### config.mk
export PLATFORM = sky130hd
export DESIGN_NAME = keyed_barrier_table_flat
export DESIGN_NICKNAME = d
export VERILOG_FILES = /design/src/rtl/kbt_pkg.sv /design/src/rtl/kbt_if.sv /design/src/rtl/keyed_barrier_table.sv /design/src/flat_wrapper.sv
export SDC_FILE = /design/constraint.sdc
export NUM_CORES = 1
export LEC_CHECK = 0
export BUFFER_PORTS_ARGS = -buffer_cell sky130_fd_sc_hd__buf_4
export CAP_MARGIN = 10
export CORE_UTILIZATION = 50
export DETAILED_ROUTE_END_ITERATION = 16
export PLACE_DENSITY = 0.69
export SYNTH_ARGS = -nofsm -noshare
export SYNTH_HDL_FRONTEND = slang
export SYNTH_SLANG_ARGS = --single-unit
### constraint.sdc
create_clock -name clk_i -period 10.2 [get_ports clk_i]
set_input_delay 0.51 -clock clk_i [delete_from_list [all_inputs] [get_ports clk_i]]
set_output_delay 0.51 -clock clk_i [all_outputs]
set_load 0.05 [all_outputs]
### src/rtl/kbt_pkg.sv
// Package for the keyed barrier table: table size, command and action codes.
// No dependencies; used by the top level and the testbench.
package kbt_pkg;

  localparam int unsigned SLOTS = 16;
  localparam int unsigned IDX_W = (SLOTS > 1) ? $clog2(SLOTS) : 1;

  localparam logic [1:0] CMD_OPEN    = 2'd0;
  localparam logic [1:0] CMD_WAIT    = 2'd1;
  localparam logic [1:0] CMD_DESTROY = 2'd2;

  localparam logic [1:0] ACT_NONE    = 2'd0;
  localparam logic [1:0] ACT_BLOCK   = 2'd1;
  localparam logic [1:0] ACT_RELEASE = 2'd2;

  localparam logic [15:0] COUNT_MAX = 16'hFFFF;

endpackage

### src/rtl/kbt_if.sv
// Request and response channel interfaces of the keyed barrier table.
// Valid/ready handshake; depends on nothing.
interface kbt_req_if;
  logic               valid;
  logic               ready;
  logic        [1:0]  cmd;
  logic signed [31:0] barrier_key;
  logic        [15:0] goal_count;
  logic        [3:0]  slot_index;

  modport source (output valid, cmd, barrier_key, goal_count, slot_index, input ready);
  modport sink   (input valid, cmd, barrier_key, goal_count, slot_index, output ready);
endinterface

interface kbt_rsp_if;
  logic        valid;
  logic        ready;
  logic [3:0]  result_slot;
  logic        table_full;
  logic [1:0]  action;
  logic [15:0] released_count;

  modport source (output valid, result_slot, table_full, action, released_count, input ready);
  modport sink   (input valid, result_slot, table_full, action, released_count, output ready);
endinterface

### src/rtl/keyed_barrier_table.sv
// Keyed barrier table: open / wait / destroy on SLOTS barrier slots.
// Open scans one slot a cycle through a single key comparator; a key match
// ends the scan early, and the last step waits until the output register is
// free. Wait and destroy are done in ST_EXEC, which also waits for it.
// One request at a time; the next is taken once the result is in the output
// register. Reset (async, active low) frees all slots; key, goal and count
// storage is not reset, since a free slot's fields are never used.
module keyed_barrier_table
  import kbt_pkg::*;
(
  input  logic        clk_i,
  input  logic        rst_ni,
  kbt_req_if.sink     req_i,
  kbt_rsp_if.source   rsp_o
);

  typedef enum logic [1:0] {ST_IDLE, ST_SCAN, ST_EXEC} state_e;

  state_e            state_q, state_d;
  logic [1:0]        cmd_q;
  logic [31:0]       key_q;
  logic [15:0]       goal_q;
  logic [3:0]        idx_q;
  logic [IDX_W-1:0]  scan_q, scan_d;
  logic [IDX_W-1:0]  free_q, free_d;
  logic              free_found_q, free_found_d;

  // slot storage
  logic [SLOTS-1:0]  use_q;
  logic [31:0]       key_mem  [SLOTS];
  logic [15:0]       goal_mem [SLOTS];
  logic [15:0]       cnt_mem  [SLOTS];

  logic [IDX_W-1:0]  rd_addr, wr_addr;
  logic              rd_use;
  logic [31:0]       rd_key;
  logic [15:0]       rd_goal, rd_cnt;
  logic              wr_open, wr_cnt_en, wr_free;
  logic [15:0]       wr_cnt;

  logic              rsp_valid_q;
  logic [3:0]        rsp_slot_q, rsp_slot_d;
  logic              rsp_full_q, rsp_full_d;
  logic [1:0]        rsp_act_q, rsp_act_d;
  logic [15:0]       rsp_rel_q, rsp_rel_d;
  logic              finish;

  logic              out_free;
  logic              idx_ok;
  logic              hit, last;
  logic [15:0]       cnt_inc;
  logic [IDX_W-1:0]  idx_addr;

  assign out_free = !rsp_valid_q || rsp_o.ready;
  assign idx_addr = IDX_W'(idx_q);
  assign idx_ok   = (32'(idx_q) < 32'(SLOTS));

  assign rd_addr = (state_q == ST_SCAN) ? scan_q : idx_addr;
  assign rd_use  = use_q[rd_addr];
  assign rd_key  = key_mem[rd_addr];
  assign rd_goal = goal_mem[rd_addr];
  assign rd_cnt  = cnt_mem[rd_addr];

  assign hit     = rd_use && (rd_key == key_q);
  assign last    = (32'(scan_q) == 32'(SLOTS - 1));
  assign cnt_inc = (rd_cnt == COUNT_MAX) ? rd_cnt : rd_cnt + 16'd1;

  assign req_i.ready = (state_q == ST_IDLE);

  always_comb begin
    state_d      = state_q;
    scan_d       = scan_q;
    free_d       = free_q;
    free_found_d = free_found_q;
    finish       = 1'b0;
    rsp_slot_d   = idx_q;
    rsp_full_d   = 1'b0;
    rsp_act_d    = ACT_NONE;
    rsp_rel_d    = 16'd0;
    wr_addr      = rd_addr;
    wr_open      = 1'b0;
    wr_cnt_en    = 1'b0;
    wr_free      = 1'b0;
    wr_cnt       = 16'd0;

    case (state_q)
      ST_IDLE: begin
        if (req_i.valid) begin
          scan_d       = '0;
          free_found_d = 1'b0;
          state_d      = (req_i.cmd == CMD_OPEN) ? ST_SCAN : ST_EXEC;
        end
      end
      ST_SCAN: begin
        if (!rd_use && !free_found_q) begin
          free_d       = scan_q;
          free_found_d = 1'b1;
        end
        if (hit || last) begin
          // final step waits until the output register can take the result
          if (out_free) begin
            finish  = 1'b1;
            state_d = ST_IDLE;
            if (hit) begin
              rsp_slot_d = 4'(scan_q);
            end else if (free_found_q || !rd_use) begin
              wr_addr    = free_found_q ? free_q : scan_q;
              wr_open    = 1'b1;
              rsp_slot_d = 4'(wr_addr);
            end else begin
              rsp_slot_d = 4'd0;
              rsp_full_d = 1'b1;
            end
          end
        end else begin
          scan_d = scan_q + 1'b1;
        end
      end
      ST_EXEC: begin
        if (out_free) begin
          finish  = 1'b1;
          state_d = ST_IDLE;
          if (cmd_q == CMD_WAIT && idx_ok && rd_use) begin
            wr_cnt_en = 1'b1;
            if (cnt_inc != rd_goal) begin
              rsp_act_d = ACT_BLOCK;
              wr_cnt    = cnt_inc;
            end else begin
              rsp_act_d = ACT_RELEASE;
              rsp_rel_d = cnt_inc - 16'd1;
            end
          end else if (cmd_q == CMD_DESTROY && idx_ok) begin
            rsp_act_d = ACT_RELEASE;
            rsp_rel_d = rd_use ? rd_cnt : 16'd0;
            wr_free   = 1'b1;
          end
        end
      end
      default: state_d = ST_IDLE;
    endcase
  end

  always_ff @(posedge clk_i or negedge rst_ni) begin
    if (!rst_ni) begin
      state_q      <= ST_IDLE;
      scan_q       <= '0;
      free_q       <= '0;
      free_found_q <= 1'b0;
      rsp_valid_q  <= 1'b0;
      use_q        <= '0;
    end else begin
      state_q      <= state_d;
      scan_q       <= scan_d;
      free_q       <= free_d;
      free_found_q <= free_found_d;
      if (finish) begin
        rsp_valid_q <= 1'b1;
      end else if (rsp_o.ready) begin
        rsp_valid_q <= 1'b0;
      end
      if (wr_open) begin
        use_q[wr_addr] <= 1'b1;
      end else if (wr_free) begin
        use_q[wr_addr] <= 1'b0;
      end
    end
  end

  // request capture, slot fields and response payload
  always_ff @(posedge clk_i) begin
    if (req_i.valid && req_i.ready) begin
      cmd_q  <= req_i.cmd;
      key_q  <= req_i.barrier_key;
      goal_q <= req_i.goal_count;
      idx_q  <= req_i.slot_index;
    end
    if (wr_open) begin
      key_mem[wr_addr]  <= key_q;
      goal_mem[wr_addr] <= goal_q;
      cnt_mem[wr_addr]  <= 16'd0;
    end else if (wr_cnt_en) begin
      cnt_mem[wr_addr]  <= wr_cnt;
    end
    if (finish) begin
      rsp_slot_q <= rsp_slot_d;
      rsp_full_q <= rsp_full_d;
      rsp_act_q  <= rsp_act_d;
      rsp_rel_q  <= rsp_rel_d;
    end
  end

  assign rsp_o.valid          = rsp_valid_q;
  assign rsp_o.result_slot    = rsp_slot_q;
  assign rsp_o.table_full     = rsp_full_q;
  assign rsp_o.action         = rsp_act_q;
  assign rsp_o.released_count = rsp_rel_q;

endmodule

### src/flat_wrapper.sv
// flat-port wrapper written by rule: the top's interface ports become plain ports
module keyed_barrier_table_flat import kbt_pkg::*;
  (clk_i, rst_ni, req_i_valid, req_i_cmd, req_i_barrier_key, req_i_goal_count, req_i_slot_index, req_i_ready, rsp_o_valid, rsp_o_result_slot, rsp_o_table_full, rsp_o_action, rsp_o_released_count, rsp_o_ready);
  kbt_req_if req_i_i ();
  kbt_rsp_if rsp_o_i ();
  input  logic clk_i;
  input  logic rst_ni;
  input wire logic [$bits(req_i_i.valid)-1:0] req_i_valid;
  input wire logic [$bits(req_i_i.cmd)-1:0] req_i_cmd;
  input wire logic [$bits(req_i_i.barrier_key)-1:0] req_i_barrier_key;
  input wire logic [$bits(req_i_i.goal_count)-1:0] req_i_goal_count;
  input wire logic [$bits(req_i_i.slot_index)-1:0] req_i_slot_index;
  output wire logic [$bits(req_i_i.ready)-1:0] req_i_ready;
  output wire logic [$bits(rsp_o_i.valid)-1:0] rsp_o_valid;
  output wire logic [$bits(rsp_o_i.result_slot)-1:0] rsp_o_result_slot;
  output wire logic [$bits(rsp_o_i.table_full)-1:0] rsp_o_table_full;
  output wire logic [$bits(rsp_o_i.action)-1:0] rsp_o_action;
  output wire logic [$bits(rsp_o_i.released_count)-1:0] rsp_o_released_count;
  input wire logic [$bits(rsp_o_i.ready)-1:0] rsp_o_ready;
  assign req_i_i.valid = req_i_valid;
  assign req_i_i.cmd = req_i_cmd;
  assign req_i_i.barrier_key = req_i_barrier_key;
  assign req_i_i.goal_count = req_i_goal_count;
  assign req_i_i.slot_index = req_i_slot_index;
  assign req_i_ready = req_i_i.ready;
  assign rsp_o_valid = rsp_o_i.valid;
  assign rsp_o_result_slot = rsp_o_i.result_slot;
  assign rsp_o_table_full = rsp_o_i.table_full;
  assign rsp_o_action = rsp_o_i.action;
  assign rsp_o_released_count = rsp_o_i.released_count;
  assign rsp_o_i.ready = rsp_o_ready;
  keyed_barrier_table u_core (.clk_i(clk_i), .rst_ni(rst_ni), .req_i(req_i_i), .rsp_o(rsp_o_i));
endmodule
==> results.json, run 1 <==
{
  "cts_buffer_depth": 3,
  "async_flop_share": 0.0248,
  "fill_cells": 6863,
  "dr.pass1.iters": 6,
  "die_w_um": 306,
  "drt-total-wl_mm": 117,
  "antenna_found_initial": 0,
  "clockPowerShare": 0.320,
  "cts_tree": "built",
  "die_h_um": 306,
  "io-pin-count": 83,
  "grt_pass1_vias": 27275,
  "p_switching_mw": 3.90,
  "fin_crit_sh": 0.769,
  "vias": 27384,
  "tightestPinTransition_ps": 1170,
  "drc": 0,
  "start_util": 0.504,
  "final_max_slew_viol_count": 0,
  "synthFlopType": "edfxtp_1",
  "avgRoutedWirePerCell_um": 26.5,
  "finalClockSkew_ps": 40.9,
  "dpl.cell_count": 4170,
  "ctsResizeCount": 0,
  "track_usage": 0.251,
  "root_buffer": "clkbuf_16",
  "hold_viol": 0,
  "layout_setup_ws_ps": 2350,
  "dp_hpwl_mm": 65.2,
  "crit_path_start_kind": "flop",
  "yosysUniqueCellTypes": 86,
  "cts-buffers-inserted": 112,
  "rsz0062_at_grt": "false",
  "synth_area_mm2": 0.0461,
  "synthCells": 2995,
  "gp_congestion": 0.859,
  "synth_warnings": 0,
  "ys_seq_area_frac": 0.732,
  "criticalPathCategory": "flop to flop",
  "p_seq_frac": 0.444,
  "place_ws_ps": 2420,
  "hold_path.class": "input port to flop",
  "powerDensity_mw_per_mm2": 239,
  "synth_nets": 3058,
  "nets": 3216,
  "grt_pass1_wl_mm": 174,
  "cts.clk_slew.worst_paths_ps": 60,
  "worst-path-max-fanout": 71,
  "min_period_ps": 7850,
  "irDropWorstVdd_v": 0.000152,
  "cp.required_ps": 10550,
  "worstPathArrival_ps": 8190,
  "end_kind": "flop",
  "grt_overflow": 0,
  "synth-edff-count": 1101,
  "p_sw_frac": 0.313,
  "fmax_ghz": 0.127,
  "ys_seq_elements": 1129,
  "leakage_nw": 17.2,
  "drv_cap": 0,
  "fin_area_mm2": 0.0522,
  "relSlewSlack": 0.220,
  "drt-initial-drc-count": 3225,
  "fin_total_pwr_mw": 12.5,
  "grt_max_degree": 141,
  "combinationalPowerShare": 0.236,
  "antenna_left": 0,
  "tns_ps": 0,
  "coreArea_mm2": 0.0915,
  "row_count": 111,
  "cts_sinks": 1129,
  "utilization": 0.570,
  "syn2layout_area_growth_pct": 13.2,
  "portBuffers": 82,
  "layoutNonFillerInstCount": 4424,
  "viasPerCell": 6.19,
  "syn_area_per_cell_um2": 15.4,
  "antenna_cells": 0,
  "insertion_delay_ps": 720,
  "status": "complete, no violations",
  "place_area_mm2": 0.0481,
  "internal-power_mw": 8.56,
  "htreeDepth": 3,
  "design.die.area_mm2": 0.0935,
  "layout-drive-gt1-share": 0.143,
  "setup_viol": 0,
  "holdWs_ps": 64.6
}
==> cell type report <==
type                    instances  area [um2]  area share
clock buffers                 136        2920      0.0560
flip-flops and latches       1129       33800       0.647
clock inverters                63         633      0.0121
well taps                    1186        1480      0.0284
repair buffers                209        1750      0.0335
inverters                      22        83.8     0.00161
multi-input cells            1679       11600       0.221
==> logic make-up after synthesis <==
| family | Yosys count | synth area share |
|---|---|---|
| adder cells (fa/ha/maj) | 5 | 0.00136 |
| AND/OR/NAND/NOR | 1055 | 0.104 |
| flip-flops | 1129 | 0.732 |
| multiplexers | 237 | 0.0783 |
| XOR/XNOR | 63 | 0.0120 |
| buffers and inverters | 187 | 0.0215 |
| AO/OA/AOI/OAI | 319 | 0.0507 |
==> per-layer routing <==
metal | wire length [um] | part of all wire | vias up | global-route usage
met4 | 3690 | 0.032 | 0 | 0.0921
li1 | - | - | 11853 | -
met2 | 56600 | 0.48 | 1414 | 0.408
met5 | 0 | 0 | - | 0
met3 | 10000 | 0.086 | 209 | 0.0415
met1 | 46900 | 0.40 | 13908 | 0.343
==> what timing repair did <==
action                                  4_1_cts  5_1_grt
hold buffers                                 53        0
setup buffers                                 0        0
endpoints found under the hold margin        80        0
endpoints found under the setup margin        0        0
==> registers in the layout, indices dropped and copies added, names as in the netlist, 2 cells and up, named ones only <==
signal                       count
u_core.idx_addr                  4
u_core.rsp_o.released_count     16
u_core.free_q                    4
u_core.key_mem                 512
u_core.key_q                    32
u_core.rsp_o.action              2
u_core.goal_mem                256
u_core.state_q                   2
u_core.rsp_o.result_slot         4
u_core.scan_q                    4
u_core.cnt_mem                 256
u_core.goal_q                   16
u_core.cmd_q                     2
==> critical path, stage by stage (launching register included) <==
cell     delay, ps
dfrtp_1        410
inv_1          120
ha_1           150
buf_4          390
mux2i_4        310
buf_4          700
mux4_2         600
o21ai_0        100
nand4_1        610
ha_1           550
inv_1          150
a41oi_2         80
nand4_2        190
or4_1          570
nand3_1        310
xnor2_1        220
o21ai_0        290
nor4_4         110
nand2_1        140
nand2_1        430
a21oi_1       1020
==> cell usage in the layout (no fill, tap or decap), drive strengths merged, types with 26 or more instances in the layout <==
cell | Yosys | routed
and3 | 45 | 45
a311oi | 35 | 35
nand2 | 599 | 599
mux2i | 126 | 126
nand4 | 36 | 36
buf | 108 | 155
dlygate4sd3 | 0 | 53
edfxtp | 1101 | 1101
dfrtp | 28 | 28
inv | 22 | 26
clkbuf | 57 | 137
o21ai | 57 | 57
mux4 | 97 | 97
clkinv | 0 | 47
xnor2 | 38 | 38
nand3 | 178 | 178
a21oi | 37 | 37
nor2 | 83 | 83
a32oi | 61 | 61
a31oi | 30 | 30
==> synthesized netlist by cell type (all sizes together), types with 13 or more instances <==
cell type     n  area, um2
xor2         25        219
a31oi        30        194
o31ai        17        133
dfrtp        28        701
clkbuf       57        215
o21ai        57        285
nand2       599       2250
nor3         18       90.1
a21oi        37        185
nand2b       13       81.3
and2         16        100
nand4        36        272
nand3       178        896
edfxtp     1101      33100
mux2         14        165
inv          22       82.6
and3         45        282
a32oi        61        534
nor2b        16        100
nor2         83        312
a311oi       35        307
mux4         97       2180
buf         108        692
mux2i       126       1260
xnor2        38        333
==> worst paths after layout <==
check	from	endpoint	slack (ps)	cells past startpoint
setup / recovery	u_core.state_q[1]	u_core.cnt_mem[3][13]	2350	20
hold / removal	req_i_cmd[1]	u_core.cmd_q[1]	60	1
setup reg to reg	u_core.state_q[1]	u_core.cnt_mem[3][13]	2350	20
hold reg to reg	u_core.free_q[2]	u_core.free_q[2]	480	2
max in group asynchronous	rst_ni	asynchronous set/reset pin	9560	2
min in group asynchronous	rst_ni	u_core.rsp_o.valid	300	2
==> power by group through the flow <==
stage          combinational, mW  clock, mW  sequential [mW]
4_1_cts                     2.91       4.04             5.54
2_1_floorplan               1.97          0             5.61
5_1_grt                     3.13       4.21             5.56
3_5_place_dp                2.88          0             5.63
3_3_place_gp                2.85          0             5.62
6_report                    2.94       3.99             5.54
Note: power is estimated with default switching activity, not from simulation.
==> run 2: changes to the inputs <==
ABC_AREA = 1   (was not set)
PLACE_DENSITY = 0.71   (was 0.69)
clock period = 7.2 ns   (was 10.2 ns; I/O delays follow)
==> run 2 against run 1 <==
Against the previous run:
- clock power is 39% higher
- final cell count is 26% higher
- sequential share of layout area is 1.7 points lower
- critical path depth is 8 higher
- clock skew is 9.1 ps lower
- register-to-register slack worse by 1600 ps
- critical endpoint is now u_core.key_mem[14][18]
- largest cell class unchanged
- power is 49% higher
- hold slack better by 150 ps
==> results.json, run 2 <==
{
  "fmax_ghz": 0.155,
  "largest_reg_flops": 512,
  "status": "complete, no violations",
  "htreeDepth": 3,
  "antenna_found_initial": 2,
  "relSlewSlack": 0.222,
  "tns_ps": 0,
  "irDropWorstVdd_v": 0.000256,
  "cts_sinks": 1129,
  "r2r.worst_path.cells": 28,
  "cts_hold_buffers": 57,
  "synthMostInstantiatedCell": "nand2_1",
  "hold_path.class": "input port to asynchronous set/reset pin",
  "viasPerCell": 5.84,
  "tightestPinTransition_ps": 1160,
  "utilization": 0.572,
  "layoutNonFillerInstCount": 5554,
  "synth_largest_area_cell": "edfxtp_1",
  "io-pin-count": 83,
  "synthFlopType": "edfxtp_1",
  "synth_nets": 4167,
  "gp_congestion": 0.950,
  "synth_top_area_frac": 0.695,
  "drv_cap": 0,
  "synth_area_mm2": 0.0476,
  "die_h_um": 310,
  "async_flop_share": 0.0248,
  "portBuffers": 82,
  "track_usage": 0.260,
  "dpl.cell_count": 5290,
  "drt-total-wl_mm": 125,
  "cp_common_cell": "nand2_1",
  "synthCells": 4104,
  "dp_hpwl_mm": 72.0,
  "fin_crit_sh": 0.896,
  "insertion_delay_ps": 710,
  "die_w_um": 310,
  "vias": 32414,
  "grt_max_degree": 165,
  "cts.clk_slew.worst_paths_ps": 70,
  "grt_pass1_vias": 30710,
  "drt-initial-drc-count": 3694,
  "grt_pass1_wl_mm": 188,
  "finalClockSkew_ps": 31.8,
  "row_count": 112,
  "synth-edff-count": 1101,
  "synthTopCellsByArea": "edfxtp_1 70%, nand3_1 11%, nand2_1 9.6%, buf_2 1.5%, dfrtp_1 1.5%",
  "cpMaxStageDelayCell": "ha_1",
  "end_kind": "flop",
  "root_buffer": "clkbuf_16",
  "ys_seq_area_frac": 0.710,
  "nets": 4271,
  "cp.required_ps": 7590,
  "antenna_left": 0,
  "syn_area_per_cell_um2": 11.6,
  "fin_area_mm2": 0.0536,
  "ys_seq_elements": 1129,
  "setup_viol": 0,
  "layout-drive-gt1-share": 0.0933,
  "dr.pass1.iters": 6,
  "place_area_mm2": 0.0496,
  "leakage_nw": 19.3,
  "min_period_ps": 6450,
  "final_max_slew_viol_count": 0,
  "grt_overflow": 0,
  "start_util": 0.507,
  "powerDensity_mw_per_mm2": 347,
  "worstPathArrival_ps": 6850,
  "postCtsSetupBuffers": 0,
  "drc": 0,
  "coreArea_mm2": 0.0937,
  "yosysUniqueCellTypes": 43,
  "slowest_delay_ps": 720,
  "rsz0062_at_grt": "false",
  "layout_commonest_cell": "nand2_1",
  "worst-path-max-fanout": 54,
  "criticalPathCategory": "flop to flop",
  "synth_warnings": 0,
  "syn2layout_area_growth_pct": 12.7,
  "yosys-top-cells-count": "1,219 x nand2_1, 1,101 x edfxtp_1, 1,016 x nand3_1",
  "layout_common_cells": "1,219 x nand2_1, 1,101 x edfxtp_1, 1,016 x nand3_1",
  "cts_buffer_depth": 3,
  "cts-buffers-inserted": 112,
  "crit_path_start_kind": "flop",
  "avgRoutedWirePerCell_um": 22.5,
  "design.die.area_mm2": 0.0964,
  "ctsResizeCount": 0,
  "cts_tree": "built",
  "hold_viol": 0,
  "top_register": "u_core.key_mem",
  "reg_top3": "u_core.key_mem x512, u_core.cnt_mem x256, u_core.goal_mem x256"
}
==> run 2: cell types whose count changed in the layout (fill, tap and decap cells not counted), sizes merged, moves of 35 or more <==
cell,previous run,this run
inv,26,110
a32oi,61,0
a311oi,35,0
nand2,599,1232
mux2i,126,0
mux4,97,0
and3,45,1
nor2,83,118
nand3,178,1018
==> run 2: final timing paths <==
path	startpoint	to	slack, ps
setup / recovery	u_core.state_q[1]	u_core.key_mem[14][18]	750
hold / removal	rst_ni	asynchronous set/reset pin	210
setup reg to reg	u_core.state_q[1]	u_core.key_mem[14][18]	750
hold reg to reg	flop	flop	480
max in group asynchronous	rst_ni	u_core.rsp_o.valid	6640
min in group clk_i	req_i_barrier_key[29]	u_core.key_q[29]	370
==> run 2: per-layer routing <==
metal / GRT usage / up-vias / share of wire
met5: 0 / - / 0
met1: 0.357 / 15821 / 0.40
met2: 0.425 / 1550 / 0.48
li1: - / 14813 / -
met3: 0.0409 / 230 / 0.086
met4: 0.0904 / 0 / 0.029
==> run 2: per-stage QoR <==
stage / hold WS, ps / setup slack [ps] / total power [mW]
final: 215 / 748 / 18.6
after global routing: 219 / 296 / 19.4
after CTS: 209 / 751 / 18.6
after detailed placement: 330 / 782 / 13.1
after global placement: 323 / 839 / 13.0
after floorplan: 64.4 / 1620 / 11.4
==> run 2: cell families (layout without fill, tap and decap cells) <==
| kind of cell | after synthesis | count (layout) | synth area share |
|---|---|---|---|
| XOR/XNOR | 10 | 10 | 0.00184 |
| flip-flops | 1129 | 1129 | 0.710 |
| other | 0 | 1 | 0 |
| buffers and inverters | 365 | 560 | 0.0389 |
| multiplexers | 1 | 1 | 0.000237 |
| AO/OA/AOI/OAI | 154 | 154 | 0.0215 |
| adder cells (fa/ha/maj) | 5 | 5 | 0.00132 |
| AND/OR/NAND/NOR | 2440 | 2440 | 0.226 |
==> run 2: layout make-up <==
class                           count  area, um2
Multi-Input combinational cell   2610      12100
Clock inverter                     65        500
Sequential cell                  1129      33800
Tap cell                         1254       1570
Fill cell                        7535      40100
Inverter                          121        489
Timing Repair Buffer              234       2270
Clock buffer                      140       2960
Antenna cell                        1       2.50
==> run 2: critical path: cells and delay by family, from the launching register on <==
kind | cells | cell delay, ps
adders and majority gates | 1 | 720
buffers and inverters | 8 | 1610
DFF | 1 | 390
and+or+nand+nor | 19 | 3310
==> run 2: power by group <==
| group | total [mW] | switching, mW | internal [mW] |
|---|---|---|---|
| clock network | 5.54 | 2.43 | 3.12 |
| registers | 7.82 | 0.260 | 7.56 |
| logic | 5.26 | 3.83 | 1.42 |
